===== src/rtl/keyed_adpcm_block_decoder_top_macros.svh =====
// ----------------------------------------------------------------------------
// keyed_adpcm_block_decoder_top_macros
// assertion macros shared by the decoder rtl, empty under synthesis
// ----------------------------------------------------------------------------
`ifndef KEYED_ADPCM_BLOCK_DECODER_TOP_MACROS_SVH
`define KEYED_ADPCM_BLOCK_DECODER_TOP_MACROS_SVH
`ifndef SYNTHESIS
// property must hold at every clock edge outside reset
`define KABD_ASSERT(name, prop, msg) \
   name: assert property (@(posedge clock) disable iff (reset) prop) else $error(msg);
// condition must never be seen outside reset
`define KABD_NEVER(name, cond, msg) \
   name: assert property (@(posedge clock) disable iff (reset) !(cond)) else $error(msg);
`else
`define KABD_ASSERT(name, prop, msg)
`define KABD_NEVER(name, cond, msg)
`endif
`endif


===== src/rtl/kabd_pkg.sv =====
`timescale 1ns / 1ps
// ----------------------------------------------------------------------------
// kabd_pkg
// types, register codes and helpers shared by the keyed adpcm block decoder
// ----------------------------------------------------------------------------
package kabd_pkg;

   // configuration register indexes
   localparam logic [2:0] REG_COEF_A    = 3'd0;
   localparam logic [2:0] REG_COEF_B    = 3'd1;
   localparam logic [2:0] REG_KEY_START = 3'd2;
   localparam logic [2:0] REG_KEY_MUL   = 3'd3;
   localparam logic [2:0] REG_KEY_INC   = 3'd4;
   localparam logic [2:0] REG_MODE      = 3'd5;

   // output modes
   localparam logic [1:0] MODE_MONO   = 2'd0;
   localparam logic [1:0] MODE_STEREO = 2'd1;

   localparam logic [4:0] POS_HDR_HIGH = 5'd0;
   localparam logic [4:0] POS_HDR_LOW  = 5'd1;
   localparam logic [4:0] POS_FIRST    = 5'd2;
   localparam logic [4:0] POS_LAST     = 5'd17;

   localparam int QUEUE_DEPTH = 2;
   localparam int QPTR_W      = (QUEUE_DEPTH > 1) ? $clog2(QUEUE_DEPTH) : 1;

   // ceil(2^23 / 10), exact division by ten for magnitudes below 2^19
   localparam logic [19:0] MIX_RECIP = 20'd838861;

   typedef enum logic [1:0] {
      F_IDLE,
      F_LEFT_HDR,
      F_RIGHT_HDR
   } kabd_front_state_type;

   typedef enum logic [2:0] {
      B_IDLE,
      B_MUL,
      B_ACC,
      B_MIX,
      B_OUT
   } kabd_back_state_type;

   typedef struct packed {
      logic [7:0]  left_byte;
      logic [7:0]  right_byte;
      logic [13:0] left_scale;
      logic [13:0] right_scale;
      logic        last;
      logic        stream_end;
   } kabd_item_type;

   typedef struct packed {
      logic signed [15:0] coef_a;
      logic signed [15:0] coef_b;
      logic [1:0]         mode;
      logic               clear_hist;
   } kabd_cfg_type;

   function automatic logic signed [15:0] kabd_sat16(input logic signed [21:0] v);
      logic signed [15:0] r;
      if (v > 22'sd32767) begin
         r = 16'sh7FFF;
      end else if (v < -22'sd32768) begin
         r = 16'sh8000;
      end else begin
         r = v[15:0];
      end
      return r;
   endfunction

endpackage


===== src/rtl/kabd_front.sv =====
`timescale 1ns / 1ps
// ----------------------------------------------------------------------------
// kabd_front
// takes requests, tracks frame position, decodes headers, steps the key and
// queues sample bytes with their scales for the back end
// ----------------------------------------------------------------------------
module kabd_front
   import kabd_pkg::*;
(
   input  logic          clock,
   input  logic          reset,
   input  logic          req_valid,
   output logic          req_stall,
   input  logic [7:0]    req_left_byte,
   input  logic [7:0]    req_right_byte,
   input  logic          csr_valid,
   output logic          csr_ready,
   input  logic [2:0]    csr_index,
   input  logic [15:0]   csr_wdata,
   input  logic          q_full,
   output logic          q_push,
   output kabd_item_type q_item,
   output kabd_cfg_type  cfg
);

   kabd_front_state_type state_ff, state_in;
   logic [4:0]  pos_ff, pos_in;
   logic        ended_ff, ended_in;
   logic [15:0] lhdr_ff, lhdr_in;
   logic [15:0] rhdr_ff, rhdr_in;
   logic [13:0] lscale_ff, lscale_in;
   logic [13:0] rscale_ff, rscale_in;
   logic [14:0] key_ff, key_in;

   logic signed [15:0] coef_a_ff, coef_b_ff;
   logic [15:0] key_mul_ff, key_inc_ff;
   logic [1:0]  mode_ff;

   logic        csr_write;
   logic        key_load;
   logic        stereo;
   logic [29:0] key_prod;
   logic [14:0] key_next;

   assign csr_ready = 1'b1;
   assign csr_write = csr_valid && csr_ready;
   assign key_load  = csr_write && (csr_index == REG_KEY_START);
   assign stereo    = (mode_ff != MODE_MONO);

   // key step, only the low 15 bits survive the modulo
   assign key_prod = key_mul_ff[14:0] * key_ff;
   assign key_next = key_inc_ff[14:0] + key_prod[14:0];

   assign cfg.coef_a     = coef_a_ff;
   assign cfg.coef_b     = coef_b_ff;
   assign cfg.mode       = mode_ff;
   assign cfg.clear_hist = key_load;

   always_ff @(posedge clock) begin
      if (reset) begin
         coef_a_ff  <= '0;
         coef_b_ff  <= '0;
         key_mul_ff <= '0;
         key_inc_ff <= '0;
         mode_ff    <= MODE_MONO;
      end else if (csr_write) begin
         unique case (csr_index)
            REG_COEF_A:  coef_a_ff  <= csr_wdata;
            REG_COEF_B:  coef_b_ff  <= csr_wdata;
            REG_KEY_MUL: key_mul_ff <= csr_wdata;
            REG_KEY_INC: key_inc_ff <= csr_wdata;
            REG_MODE:    mode_ff    <= csr_wdata[1:0];
            default: ;
         endcase
      end
   end

   always_ff @(posedge clock) begin
      if (reset) begin
         state_ff  <= F_IDLE;
         pos_ff    <= POS_HDR_HIGH;
         ended_ff  <= 1'b0;
         lscale_ff <= 14'd1;
         rscale_ff <= 14'd1;
         key_ff    <= '0;
      end else begin
         state_ff  <= state_in;
         pos_ff    <= pos_in;
         ended_ff  <= ended_in;
         lscale_ff <= lscale_in;
         rscale_ff <= rscale_in;
         key_ff    <= key_in;
      end
   end

   always_ff @(posedge clock) begin
      lhdr_ff <= lhdr_in;
      rhdr_ff <= rhdr_in;
   end

   always_comb begin
      state_in  = state_ff;
      pos_in    = pos_ff;
      ended_in  = ended_ff;
      lhdr_in   = lhdr_ff;
      rhdr_in   = rhdr_ff;
      lscale_in = lscale_ff;
      rscale_in = rscale_ff;
      key_in    = key_ff;
      q_push    = 1'b0;
      q_item.left_byte   = req_left_byte;
      q_item.right_byte  = req_right_byte;
      q_item.left_scale  = lscale_ff;
      q_item.right_scale = rscale_ff;
      q_item.last        = (pos_ff >= POS_LAST);
      q_item.stream_end  = 1'b0;
      req_stall = (state_ff != F_IDLE) || q_full;

      unique case (state_ff)
         F_IDLE: begin
            // after an end header requests are taken and dropped
            if (req_valid && !req_stall && !ended_ff) begin
               if (pos_ff == POS_HDR_HIGH) begin
                  lhdr_in[15:8] = req_left_byte;
                  rhdr_in[15:8] = req_right_byte;
                  pos_in        = POS_HDR_LOW;
               end else if (pos_ff == POS_HDR_LOW) begin
                  lhdr_in[7:0] = req_left_byte;
                  rhdr_in[7:0] = req_right_byte;
                  state_in     = F_LEFT_HDR;
               end else begin
                  q_push = 1'b1;
                  pos_in = q_item.last ? POS_HDR_HIGH : pos_ff + 5'd1;
               end
            end
         end
         F_LEFT_HDR: begin
            if (lhdr_ff[15]) begin
               if (!q_full) begin
                  q_push            = 1'b1;
                  q_item.last       = 1'b0;
                  q_item.stream_end = 1'b1;
                  ended_in          = 1'b1;
                  pos_in            = POS_HDR_HIGH;
                  state_in          = F_IDLE;
               end
            end else begin
               lscale_in = {1'b0, lhdr_ff[12:0] ^ key_ff[12:0]} + 14'd1;
               key_in    = key_next;
               if (stereo) begin
                  state_in = F_RIGHT_HDR;
               end else begin
                  pos_in   = POS_FIRST;
                  state_in = F_IDLE;
               end
            end
         end
         F_RIGHT_HDR: begin
            // key already holds the left frame's step
            if (rhdr_ff[15]) begin
               if (!q_full) begin
                  q_push            = 1'b1;
                  q_item.last       = 1'b0;
                  q_item.stream_end = 1'b1;
                  ended_in          = 1'b1;
                  pos_in            = POS_HDR_HIGH;
                  state_in          = F_IDLE;
               end
            end else begin
               rscale_in = {1'b0, rhdr_ff[12:0] ^ key_ff[12:0]} + 14'd1;
               key_in    = key_next;
               pos_in    = POS_FIRST;
               state_in  = F_IDLE;
            end
         end
         default: state_in = F_IDLE;
      endcase

      if (key_load) begin
         key_in   = csr_wdata[14:0];
         ended_in = 1'b0;
         pos_in   = POS_HDR_HIGH;
         state_in = F_IDLE;
      end
   end

endmodule


===== src/rtl/kabd_queue.sv =====
`timescale 1ns / 1ps
// ----------------------------------------------------------------------------
// kabd_queue
// short fifo of decoded work items between front and back end
// ----------------------------------------------------------------------------
module kabd_queue
   import kabd_pkg::*;
(
   input  logic          clock,
   input  logic          reset,
   input  logic          push,
   input  kabd_item_type push_item,
   output logic          full,
   input  logic          pop,
   output logic          valid,
   output kabd_item_type pop_item
);

   kabd_item_type       store_ff [QUEUE_DEPTH];
   logic [QPTR_W-1:0]   wr_ptr_ff, wr_ptr_in;
   logic [QPTR_W-1:0]   rd_ptr_ff, rd_ptr_in;
   logic [QPTR_W:0]     count_ff, count_in;

   assign full     = (count_ff == (QPTR_W + 1)'(QUEUE_DEPTH));
   assign valid    = (count_ff != '0);
   assign pop_item = store_ff[rd_ptr_ff];

   always_comb begin
      wr_ptr_in = wr_ptr_ff;
      rd_ptr_in = rd_ptr_ff;
      count_in  = count_ff;
      if (push) begin
         wr_ptr_in = (wr_ptr_ff == QPTR_W'(QUEUE_DEPTH - 1)) ? '0 : wr_ptr_ff + 1'b1;
      end
      if (pop) begin
         rd_ptr_in = (rd_ptr_ff == QPTR_W'(QUEUE_DEPTH - 1)) ? '0 : rd_ptr_ff + 1'b1;
      end
      if (push && !pop) begin
         count_in = count_ff + 1'b1;
      end else if (pop && !push) begin
         count_in = count_ff - 1'b1;
      end
   end

   always_ff @(posedge clock) begin
      if (reset) begin
         wr_ptr_ff <= '0;
         rd_ptr_ff <= '0;
         count_ff  <= '0;
      end else begin
         wr_ptr_ff <= wr_ptr_in;
         rd_ptr_ff <= rd_ptr_in;
         count_ff  <= count_in;
      end
   end

   always_ff @(posedge clock) begin
      if (push) begin
         store_ff[wr_ptr_ff] <= push_item;
      end
   end

endmodule


===== src/rtl/kabd_back.sv =====
`timescale 1ns / 1ps
// ----------------------------------------------------------------------------
// kabd_back
// predictor and mixer: turns each queued byte pair into two sample responses,
// and each end item into one stream end response
module kabd_back
   import kabd_pkg::*;
(
   input  logic               clock,
   input  logic               reset,
   input  logic               q_valid,
   output logic               q_pop,
   input  kabd_item_type      q_item,
   input  kabd_cfg_type       cfg,
   output logic               rsp_valid,
   input  logic               rsp_stall,
   output logic signed [15:0] rsp_left_sample,
   output logic signed [15:0] rsp_right_sample,
   output logic               rsp_frame_done,
   output logic               rsp_stream_end
);

   kabd_back_state_type state_ff, state_in;
   kabd_item_type       item_ff, item_in;
   logic                half_ff, half_in;

   logic signed [15:0] lh0_ff, lh0_in, lh1_ff, lh1_in;
   logic signed [15:0] rh0_ff, rh0_in, rh1_ff, rh1_in;

   logic signed [31:0] pa_l_ff, pb_l_ff, pa_r_ff, pb_r_ff;
   logic signed [15:0] sl_ff, sl_in, sr_ff, sr_in;
   logic [38:0]        mixprod_ff;
   logic               mixneg_ff;

   logic               out_valid_ff, out_valid_in;
   logic signed [15:0] out_left_ff, out_left_in;
   logic signed [15:0] out_right_ff, out_right_in;
   logic               out_done_ff, out_done_in;
   logic               out_end_ff, out_end_in;

   logic               stereo, mixed, out_free, load;
   logic signed [3:0]  nib_l, nib_r;
   logic signed [15:0] acc_l, acc_r;
   logic signed [16:0] mix_sum;
   logic signed [19:0] mix_x7;
   logic [19:0]        mix_abs;
   logic [15:0]        mix_q;
   logic signed [16:0] mix_val;
   logic signed [15:0] mix_sat;

   // one sample: scale * nibble + floor((h1*b + h0*a) / 4096), saturated
   function automatic logic signed [15:0] predict(input logic signed [31:0] pa,
                                                  input logic signed [31:0] pb,
                                                  input logic [13:0] scale,
                                                  input logic signed [3:0] nib);
      logic signed [32:0] psum;
      logic signed [18:0] sn;
      logic signed [21:0] total;
      psum  = {pa[31], pa} + {pb[31], pb};
      sn    = $signed({1'b0, scale}) * nib;
      total = {psum[32], psum[32:12]} + {{3{sn[18]}}, sn};
      return kabd_sat16(total);
   endfunction

   assign stereo   = (cfg.mode != MODE_MONO);
   assign mixed    = cfg.mode[1];
   assign out_free = !out_valid_ff || !rsp_stall;

   assign nib_l = half_ff ? item_ff.left_byte[3:0] : item_ff.left_byte[7:4];
   assign nib_r = half_ff ? item_ff.right_byte[3:0] : item_ff.right_byte[7:4];
   assign acc_l = predict(pa_l_ff, pb_l_ff, item_ff.left_scale, nib_l);
   assign acc_r = predict(pa_r_ff, pb_r_ff, item_ff.right_scale, nib_r);

   // mix: 7*(l+r)/10 toward zero, divide on the magnitude by reciprocal
   assign mix_sum = {sl_ff[15], sl_ff} + {sr_ff[15], sr_ff};
   assign mix_x7  = {mix_sum, 3'b000} - {{3{mix_sum[16]}}, mix_sum};
   assign mix_abs = mix_x7[19] ? 20'(-mix_x7) : 20'(mix_x7);
   assign mix_q   = mixprod_ff[38:23];
   assign mix_val = mixneg_ff ? -$signed({1'b0, mix_q}) : $signed({1'b0, mix_q});
   assign mix_sat = kabd_sat16({{5{mix_val[16]}}, mix_val});

   always_comb begin
      state_in     = state_ff;
      item_in      = item_ff;
      half_in      = half_ff;
      lh0_in       = lh0_ff;
      lh1_in       = lh1_ff;
      rh0_in       = rh0_ff;
      rh1_in       = rh1_ff;
      sl_in        = sl_ff;
      sr_in        = sr_ff;
      q_pop        = 1'b0;
      load         = 1'b0;
      out_left_in  = out_left_ff;
      out_right_in = out_right_ff;
      out_done_in  = out_done_ff;
      out_end_in   = out_end_ff;

      unique case (state_ff)
         B_IDLE: begin
            if (q_valid) begin
               q_pop    = 1'b1;
               item_in  = q_item;
               half_in  = 1'b0;
               state_in = q_item.stream_end ? B_OUT : B_MUL;
            end
         end
         B_MUL: state_in = B_ACC;
         B_ACC: begin
            sl_in  = acc_l;
            lh1_in = lh0_ff;
            lh0_in = acc_l;
            if (stereo) begin
               sr_in  = acc_r;
               rh1_in = rh0_ff;
               rh0_in = acc_r;
            end else begin
               sr_in = '0;
            end
            state_in = mixed ? B_MIX : B_OUT;
         end
         B_MIX: state_in = B_OUT;
         B_OUT: begin
            if (out_free) begin
               load = 1'b1;
               if (item_ff.stream_end) begin
                  out_left_in  = '0;
                  out_right_in = '0;
                  out_done_in  = 1'b0;
                  out_end_in   = 1'b1;
               end else begin
                  out_left_in  = mixed ? mix_sat : sl_ff;
                  out_right_in = mixed ? mix_sat : sr_ff;
                  out_done_in  = half_ff && item_ff.last;
                  out_end_in   = 1'b0;
               end
               if (item_ff.stream_end || half_ff) begin
                  state_in = B_IDLE;
               end else begin
                  half_in  = 1'b1;
                  state_in = B_MUL;
               end
            end
         end
         default: state_in = B_IDLE;
      endcase

      if (cfg.clear_hist) begin
         lh0_in = '0;
         lh1_in = '0;
         rh0_in = '0;
         rh1_in = '0;
      end

      if (load) begin
         out_valid_in = 1'b1;
      end else if (!rsp_stall) begin
         out_valid_in = 1'b0;
      end else begin
         out_valid_in = out_valid_ff;
      end
   end

   always_ff @(posedge clock) begin
      if (reset) begin
         state_ff     <= B_IDLE;
         half_ff      <= 1'b0;
         out_valid_ff <= 1'b0;
         lh0_ff       <= '0;
         lh1_ff       <= '0;
         rh0_ff       <= '0;
         rh1_ff       <= '0;
      end else begin
         state_ff     <= state_in;
         half_ff      <= half_in;
         out_valid_ff <= out_valid_in;
         lh0_ff       <= lh0_in;
         lh1_ff       <= lh1_in;
         rh0_ff       <= rh0_in;
         rh1_ff       <= rh1_in;
      end
   end

   always_ff @(posedge clock) begin
      item_ff      <= item_in;
      sl_ff        <= sl_in;
      sr_ff        <= sr_in;
      pa_l_ff      <= lh0_ff * $signed(cfg.coef_a);
      pb_l_ff      <= lh1_ff * $signed(cfg.coef_b);
      pa_r_ff      <= rh0_ff * $signed(cfg.coef_a);
      pb_r_ff      <= rh1_ff * $signed(cfg.coef_b);
      mixprod_ff   <= {19'd0, mix_abs} * {19'd0, MIX_RECIP};
      mixneg_ff    <= mix_x7[19];
      out_left_ff  <= out_left_in;
      out_right_ff <= out_right_in;
      out_done_ff  <= out_done_in;
      out_end_ff   <= out_end_in;
   end

   assign rsp_valid        = out_valid_ff;
   assign rsp_left_sample  = out_left_ff;
   assign rsp_right_sample = out_right_ff;
   assign rsp_frame_done   = out_done_ff;
   assign rsp_stream_end   = out_end_ff;

endmodule


===== src/rtl/keyed_adpcm_block_decoder_top.sv =====
`timescale 1ns / 1ps
// ----------------------------------------------------------------------------
// keyed_adpcm_block_decoder_top
// keyed 4-bit adpcm frame decoder, one byte pair per request
//
//   channel   dir  handshake           payload
//   req_      in   valid / stall       left_byte, right_byte
//   rsp_      out  valid / stall       left_sample, right_sample, frame_done,
//                                      stream_end
//   csr_      in   valid / ready       index, wdata
//
// the high header byte is stored; the low header byte then holds req_
// through the left header state and, in stereo, the right header state (one
// key step per cycle through the key multiplier). the back end gives each
// sample byte pair two rounds of predictor multiply and accumulate,
// optional mix, output load. front and back are split by a 2-entry queue;
// a stalled rsp_ stalls req_ only once the queue fills. reset is synchronous
// and returns config registers, key and histories to zero, scales to one.
// ----------------------------------------------------------------------------
`include "keyed_adpcm_block_decoder_top_macros.svh"
module keyed_adpcm_block_decoder_top
   import kabd_pkg::*;
(
   input  logic               clock,
   input  logic               reset,
   input  logic               req_valid,
   output logic               req_stall,
   input  logic [7:0]         req_left_byte,
   input  logic [7:0]         req_right_byte,
   output logic               rsp_valid,
   input  logic               rsp_stall,
   output logic signed [15:0] rsp_left_sample,
   output logic signed [15:0] rsp_right_sample,
   output logic               rsp_frame_done,
   output logic               rsp_stream_end,
   input  logic               csr_valid,
   output logic               csr_ready,
   input  logic [2:0]         csr_index,
   input  logic [15:0]        csr_wdata
);

   kabd_item_type push_item, pop_item;
   kabd_cfg_type  cfg;
   logic          q_push, q_full, q_pop, q_valid;
   logic          end_has_data;

   kabd_front u_front (
      .clock          (clock),
      .reset          (reset),
      .req_valid      (req_valid),
      .req_stall      (req_stall),
      .req_left_byte  (req_left_byte),
      .req_right_byte (req_right_byte),
      .csr_valid      (csr_valid),
      .csr_ready      (csr_ready),
      .csr_index      (csr_index),
      .csr_wdata      (csr_wdata),
      .q_full         (q_full),
      .q_push         (q_push),
      .q_item         (push_item),
      .cfg            (cfg)
   );

   kabd_queue u_queue (
      .clock     (clock),
      .reset     (reset),
      .push      (q_push),
      .push_item (push_item),
      .full      (q_full),
      .pop       (q_pop),
      .valid     (q_valid),
      .pop_item  (pop_item)
   );

   kabd_back u_back (
      .clock            (clock),
      .reset            (reset),
      .q_valid          (q_valid),
      .q_pop            (q_pop),
      .q_item           (pop_item),
      .cfg              (cfg),
      .rsp_valid        (rsp_valid),
      .rsp_stall        (rsp_stall),
      .rsp_left_sample  (rsp_left_sample),
      .rsp_right_sample (rsp_right_sample),
      .rsp_frame_done   (rsp_frame_done),
      .rsp_stream_end   (rsp_stream_end)
   );

   assign end_has_data = rsp_frame_done || (rsp_left_sample != 16'sd0) ||
                         (rsp_right_sample != 16'sd0);

   `KABD_NEVER(a_queue_overflow, q_push && q_full, "push into full queue")
   `KABD_NEVER(a_queue_underflow, q_pop && !q_valid, "pop from empty queue")
   `KABD_NEVER(a_end_fields_zero, rsp_valid && rsp_stream_end && end_has_data, "end with data")

endmodule

===== config.mk =====
export PLATFORM = sky130hd
export DESIGN_NAME = keyed_adpcm_block_decoder_top
export DESIGN_NICKNAME = d
export VERILOG_FILES = /design/src/rtl/kabd_pkg.sv /design/src/rtl/kabd_front.sv /design/src/rtl/kabd_queue.sv /design/src/rtl/kabd_back.sv /design/src/rtl/keyed_adpcm_block_decoder_top.sv
export VERILOG_INCLUDE_DIRS = /design/src /design/src/rtl
export SDC_FILE = /design/constraint.sdc
export NUM_CORES = 2
export LEC_CHECK = 0
export BUFFER_PORTS_ARGS = -buffer_cell sky130_fd_sc_hd__buf_2
export CORE_MARGIN = 2
export CORE_UTILIZATION = 45
export DETAILED_ROUTE_END_ITERATION = 7
export MAX_ROUTING_LAYER = met4
export SKIP_LAST_GASP = 1
export SLEW_MARGIN = 20
export SYNTH_ARGS = -nofsm -noshare
export SYNTH_HDL_FRONTEND = slang
export SYNTH_SLANG_ARGS = --single-unit

===== constraint.sdc =====
create_clock -name clock -period 13.2 [get_ports clock]
set_input_delay 1.32 -clock clock [delete_from_list [all_inputs] [get_ports clock]]
set_output_delay 1.32 -clock clock [all_outputs]
set_load 0.01 [all_outputs]

Word-level counts from Yosys, hierarchy flattened
Memory sizes are Yosys's and may differ from the RTL's. A register that Yosys moved wholly into a read port is not among the register bits.
Index checks and enable logic that the tools add are counted.

storage, ports and cells
  register bits = 500
  latch bits = 0
  bits in writable memories = 92
  ROM bits = 0
  input bits = 40
  output and inout port bits = 37
  word-level logic and storage cells = 225
  memories kept = 1

operators by class
  add/subtract/negate cells = 16
  multiply operators = 8
  divide/modulo/power cells = 0
  order comparisons = 7
  equal/unequal tests = 26
  shifts and indexed selects = 0
  mux-type cells = 73
  bitwise gates (word level) = 5
  reduce and logical (&&, ||, !) cells = 46

memories
  memory            depth  bits a word  rd ports  clocked after memory_dff  wr ports  line              source
  u_queue.store_ff  2      46           1         1                         1         kabd_queue.sv:19  kabd_item_type store_ff [QUEUE_DEPTH];

operator list
  operator                                                          number
  multiplier 16 x 16 -> 32 bit                                      4
  two-way mux 16 bit                                                8
  adder 32 x 32 -> 33 bit                                           2
  two-way mux 15 bit                                                3
  adder 21 x 19 -> 22 bit                                           2
  greater-than comparator 22 x 16 -> 1 bit (second input constant)  2
  less-than comparator 22 x 16 -> 1 bit (second input constant)     2
  two-way mux 5 bit                                                 8
  multiplier 20 x 20 -> 39 bit (second input constant)              1
  multiplier 15 x 4 -> 19 bit                                       2
  case mux 15 bit (2 select lines)                                  1
  adder 13 x 1 -> 14 bit (second input constant)                    2
  two-way mux 1 bit                                                 26
  bitwise XOR 13 bit                                                2
  two-way mux 2 bit                                                 12
  AND reduction 2 bit                                               11
  two-way mux 20 bit                                                1
  negation 20 bit                                                   1
  subtractor 20 bit                                                 1
  adder 16 x 16 -> 17 bit                                           1
  greater-than comparator 17 x 16 -> 1 bit (second input constant)  1
  less-than comparator 17 x 16 -> 1 bit (second input constant)     1
  two-way mux 17 bit                                                1
  negation 16 -> 17 bit                                             1
  other kinds (37)                                                  85

Logic depth before layout (Yosys ltp)
  depth in word-level cells = 11
  mapped depth = 47
  mapped depth without buffers = 47

By module
A second synthesis with hierarchy kept.

unflattened totals
  cells, all modules = 8130
  area, all modules = 77309.1 µm²

modules (own cells, without submodules)
  module      times used  cells each  area each (µm²)  sequential area each (µm²)
  kabd_back   1           6917        64856.0          7647.3
  kabd_front  1           1048        8909.8           3022.9
  kabd_queue  1           165         3543.4           2862.7

Worst setup path after synthesis
No wires, ideal clock.

  path kind = register to register
  from = register u_back.sr_ff[0]
  to = register u_back.mixprod_ff[36]
  library setup time = 0.123 ns
  arrival time = 9.871 ns
  data required time = 13.077 ns
  slack = 3.206 ns
  cell stages (with the launch flop) = 44
  buffers on the path = 0
  clock period less this slack = 9.994 ns
  cells stage by stage = edfxtp_1 -> ha_1 -> fa_1 -> a21o_1 -> a21oi_1 -> xnor2_1 -> inv_1 -> ha_1 -> a2111oi_2 -> o41a_1 -> o31ai_4 -> a2111oi_2 -> nor3_2 -> maj3_4 -> a21oi_4 -> xor2_1 -> or2_1 -> o21ai_0 -> [... 8 more ...] -> fa_1 -> inv_1 -> fa_1 -> inv_1 -> ha_1 -> a21o_1 -> a21oi_1 -> nor2_1 -> nor2_1 -> o21ai_0 -> nand4_1 -> nand2_1 -> a211oi_1 -> nand3_1 -> or3_4 -> a31oi_4 -> o21ai_1 -> xor2_1

between the ends
  longest elaborated chain between the ends = 5

ends and longest elaborated chain
  item                              line              source
  from (decl)                       kabd_back.sv:31   logic signed [15:0] sl_ff, sl_in, sr_ff, sr_in;
  from (signal assigned)            kabd_back.sv:187  sr_ff <= sr_in;
  adder 16 x 16 -> 17 bit (*)       kabd_back.sv:75   assign mix_sum = {sl_ff[15], sl_ff} + {sr_ff[15], sr_ff};
  subtractor 20 bit (*)             kabd_back.sv:76   assign mix_x7 = {mix_sum, 3'b000} - {{3{mix_sum[16]}}, mix_sum};
  negation 20 bit                   kabd_back.sv:77   assign mix_abs = mix_x7[19] ? 20'(-mix_x7) : 20'(mix_x7);
  two-way mux 20 bit (*)            kabd_back.sv:77
  multiplier 20 x 20 -> 39 bit (*)  kabd_back.sv:192  mixprod_ff <= {19'd0, mix_abs} * {19'd0, MIX_RECIP};
  to (signal assigned)              kabd_back.sv:192
  to (decl)                         kabd_back.sv:32   logic [38:0] mixprod_ff;

Mark *: on every way between the ends. The rest lies on a longest branch, timed or not.
A chain may end at the register's enable or synchronous reset.

Worst setup path after layout
  from = register u_back.sl_ff[0]
  to = register u_back.mixprod_ff[36]

between the ends
  longest elaborated chain between the ends = 5

ends and longest elaborated chain
  item                              line              source
  from (decl)                       kabd_back.sv:31
  from (signal assigned)            kabd_back.sv:186  sl_ff <= sl_in;
  adder 16 x 16 -> 17 bit (*)       kabd_back.sv:75
  subtractor 20 bit (*)             kabd_back.sv:76
  net u_back.mix_x7[19]             kabd_back.sv:45   logic signed [19:0] mix_x7;
  negation 20 bit                   kabd_back.sv:77
  two-way mux 20 bit (*)            kabd_back.sv:77
  multiplier 20 x 20 -> 39 bit (*)  kabd_back.sv:192

Mark *: on every way through the listed nets, which the timed path passes. The rest lies on a longest branch.

==> results.md <==
- CTS tree: yes
- Mean area per synthesized cell: 9.55 um2
- Number of max-cap violations: 0
- Number of vias after detailed routing: 53500
- Drc violations: 0
- Highest layer used for signal routing: met4
- Gp weighted congestion: 0.919
- Element type at the critical path start: flop
- Distinct cell type count of the synthesized netlist: 92
- Fraction of layout instances using a drive strength above 1: 0.0489
- WL per Instance: 19.5 um
- Worst hold path class: flop to flop
- Count of input and output buffers: 75
- Wire length of the first global-routing pass: 322000 um
- Measured slew at the worst slew-check pin: 1090 ps
- Final setup viols: 0
- Most area-hungry cell type in the Yosys netlist: sky130_fd_sc_hd__fa_1
- Initial cell density of the core: 0.452
- Hold endpoint: u_queue.store_ff[1][13]
- Signed area change from the synthesized netlist to the final layout: 6.83%
- Status: finished clean
- Number of rows in the core area: 151
- Worst hold start: u_front.rscale_ff[11]
- Routed length on met2: 92600 um
- Most used DFF post-synth: sky130_fd_sc_hd__dfxtp_1
- Cell with the largest stage delay on the worst path: sky130_fd_sc_hd__a211oi_1
- Clock-pin slew on the worst setup and hold paths: 70 ps
- Clock latency at the later pin of the worst-skew pair: 720 ps
- Resized cells post-CTS: 0
- Yosys synthesis warning count: 0
- Sum of routed wire segments on met1: 90000 um
- Gate count after technology mapping: 7999
- Critical path endpoint category: flop
- HPWL after detailed placement: 161000 um
- Most prevalent standard cell on the critical path: sky130_fd_sc_hd__fa_1
- Hold path depth: 0
- Chip Width: 416 um
- Fin. max-slew vios: 0
- TritonCTS sink count: 560
- Maximum fanout along the worst path: 13
- Number of setup buffers added after CTS: 0
- WS Path Type: flop to flop
- Number of enable-type register cells in the synthesized netlist: 232
- Data required time at the worst endpoint: 13800 ps
- Clock skew: 51.2 ps
- Unrepaired setup endpoints after global routing: false
- Delay of the slowest cell on the worst path: 580 ps
- Max Buffers Root-to-Sink: 3
- Routed wire length: 199000 um
- I/O pin cnt: 77
- Iteration-0 DRC count of the detailed router: 3440
- Final cycle utilization of the critical path: 0.881
- Total Die Area: 0.173 mm2
- R2R Path End: u_back.mixprod_ff[36]
- Ys async rst share: 0
- Global route total overflow: 0
- Synthesized area: 0.0764 mm2
- Largest cells by area after synthesis: sky130_fd_sc_hd__fa_1, sky130_fd_sc_hd__ha_1, sky130_fd_sc_hd__edfxtp_1
- Antenna violations before repair: 6
- Depth of the CTS H-tree: 3
- Final std cells w/o fill: 10200
- Fmax: 86.0 MHz
- Placed Cells incl. Taps: 10100
- Largest net degree at the start of global routing: 82
- Antenna Nets Post-Route: 0
- Slew headroom: 0.266
- Total routing resource utilization after global routing: 0.246
- Number of cells on the worst reg-to-reg path: 46
- Number of synthesized register bits: 560
- Period minus WS final: 11620 ps
- Cts-stage hold buffer count: 0
- Worst reg2reg startpoint: u_back.sl_ff[0]
- Met3 Routed Length: 11300 um
- Sequential share of the synthesized area: 0.177
- Die height: 416 um
- Slack of the worst reg-to-reg path: 1580 ps
- Fraction of synthesized cell area taken by the top area cell type: 0.348
- Total count of hold-check failures in the final report: 0
- Placeable core region: 0.169 mm2
- Total negative slack for setup checks: 0 ps
- Root Driver: sky130_fd_sc_hd__clkbuf_16
- Number of buffers added by the clock tree synthesis step: 71
- Vias in the first global route: 55800
- Drt via density: 5.22
- Number of nets in the final layout: 10100
- Critical path data arrival time: 12220 ps
- 1st-pass router iterations: 5
critical path, delay by kind of cell, from the launching register on:
family                   cells  cell delay (ps)
AO/OA/AOI/OAI               14             3240
XOR/XNOR                     3              980
adder cells (fa/ha/maj)     12             4880
buffers and inverters        6              570
flip-flops                   1              400
AND/OR/NAND/NOR             11             1410
state kept, by name, summed over array words and instances, names as in the netlist, 32 cells and up, named ones only:
| register | cells |
|---|---|
| u_back.pa_r_ff | 32 |
| u_back.pa_l_ff | 32 |
| u_back.pb_r_ff | 32 |
| u_back.item_ff | 46 |
| u_back.pb_l_ff | 32 |
| u_queue.store_ff | 92 |
metrics by stage:
step,util,cell area (um2),hold slack [ps],worst slack [ps]
floorplan,-,76400,424,3210
global placement,0.468,79100,437,1670
detailed placement,0.468,79100,446,1550
CTS,0.483,81600,439,1500
global route,0.483,81600,466,759
finish,0.483,81600,445,1580
synth_stat cells, types with 52 or more instances:
cell,n
sky130_fd_sc_hd__nand2_1,989
sky130_fd_sc_hd__edfxtp_1,232
sky130_fd_sc_hd__a21oi_1,401
sky130_fd_sc_hd__clkbuf_1,273
sky130_fd_sc_hd__inv_1,1629
sky130_fd_sc_hd__nand2b_1,132
sky130_fd_sc_hd__xor2_1,109
sky130_fd_sc_hd__nor3_1,52
sky130_fd_sc_hd__fa_1,1329
sky130_fd_sc_hd__nand3_1,60
sky130_fd_sc_hd__dfxtp_1,328
sky130_fd_sc_hd__a21o_1,76
sky130_fd_sc_hd__nor2b_1,58
sky130_fd_sc_hd__o21ai_0,131
sky130_fd_sc_hd__nor2_1,238
sky130_fd_sc_hd__xnor2_1,259
sky130_fd_sc_hd__and2_1,465
sky130_fd_sc_hd__ha_1,756
worst max-delay path by stage:
| stage | from | endpoint | slack, ps |
|---|---|---|---|
| floorplan | u_back.sr_ff[0] | u_back.mixprod_ff[36] | 3210 |
| global placement | u_back.sr_ff[0] | u_back.mixprod_ff[36] | 1670 |
| detailed placement | u_back.sr_ff[0] | u_back.mixprod_ff[36] | 1550 |
| CTS | u_back.sl_ff[0] | u_back.mixprod_ff[36] | 1500 |
| global route | u_back.sr_ff[0] | u_back.mixprod_ff[38] | 760 |
| finish | u_back.sl_ff[0] | u_back.mixprod_ff[36] | 1580 |
kinds of logic after synthesis:
family / Yosys count / synth area share
other: 2 / 0.0000983
XOR/XNOR: 372 / 0.0432
adder cells (fa/ha/maj): 2089 / 0.473
AO/OA/AOI/OAI: 891 / 0.0722
multiplexers: 64 / 0.00927
AND/OR/NAND/NOR: 2111 / 0.132
buffers and inverters: 1910 / 0.0939
flip-flops: 560 / 0.177
routing by layer:
layer / track usage / vias up
met5: - / -
met4: 0.0624 / 0
met3: 0.0330 / 257
met2: 0.387 / 1373
met1: 0.337 / 27200
li1: - / 24600
layout make-up:
| class | instances | area (um2) |
|---|---|---|
| tap | 2218 | 2780 |
| sequential | 560 | 13500 |
| inverter | 1632 | 6130 |
| timing repair buffer | 151 | 948 |
| multi-input combinational | 5535 | 55800 |
| clock inverter | 37 | 418 |
| antenna | 5 | 12.5 |
| clock buffer | 95 | 2040 |
| fill | 15900 | 87500 |
cell usage in the layout, fill, tap and decap left out, drive strengths merged, types with 22 or more instances in the layout:
cell type | netlist | routed
a211oi | 26 | 26
a21o | 76 | 76
a21oi | 403 | 403
and2 | 465 | 465
and3 | 22 | 22
buf | 5 | 151
clkbuf | 273 | 95
dfxtp | 328 | 328
edfxtp | 232 | 232
fa | 1329 | 1329
ha | 756 | 756
inv | 1631 | 1642
mux2 | 51 | 51
nand2 | 989 | 989
nand2b | 132 | 132
nand3 | 60 | 60
nor2 | 239 | 239
nor2b | 58 | 58
nor3 | 53 | 53
o211ai | 23 | 23
o21a | 41 | 41
o21ai | 144 | 144
o21bai | 47 | 47
or2 | 30 | 30
xnor2 | 262 | 262
xor2 | 110 | 110
Power is left out: the tool's default activity adds up to more than one toggle a clock period on the data nets, which glitch-free logic cannot reach.
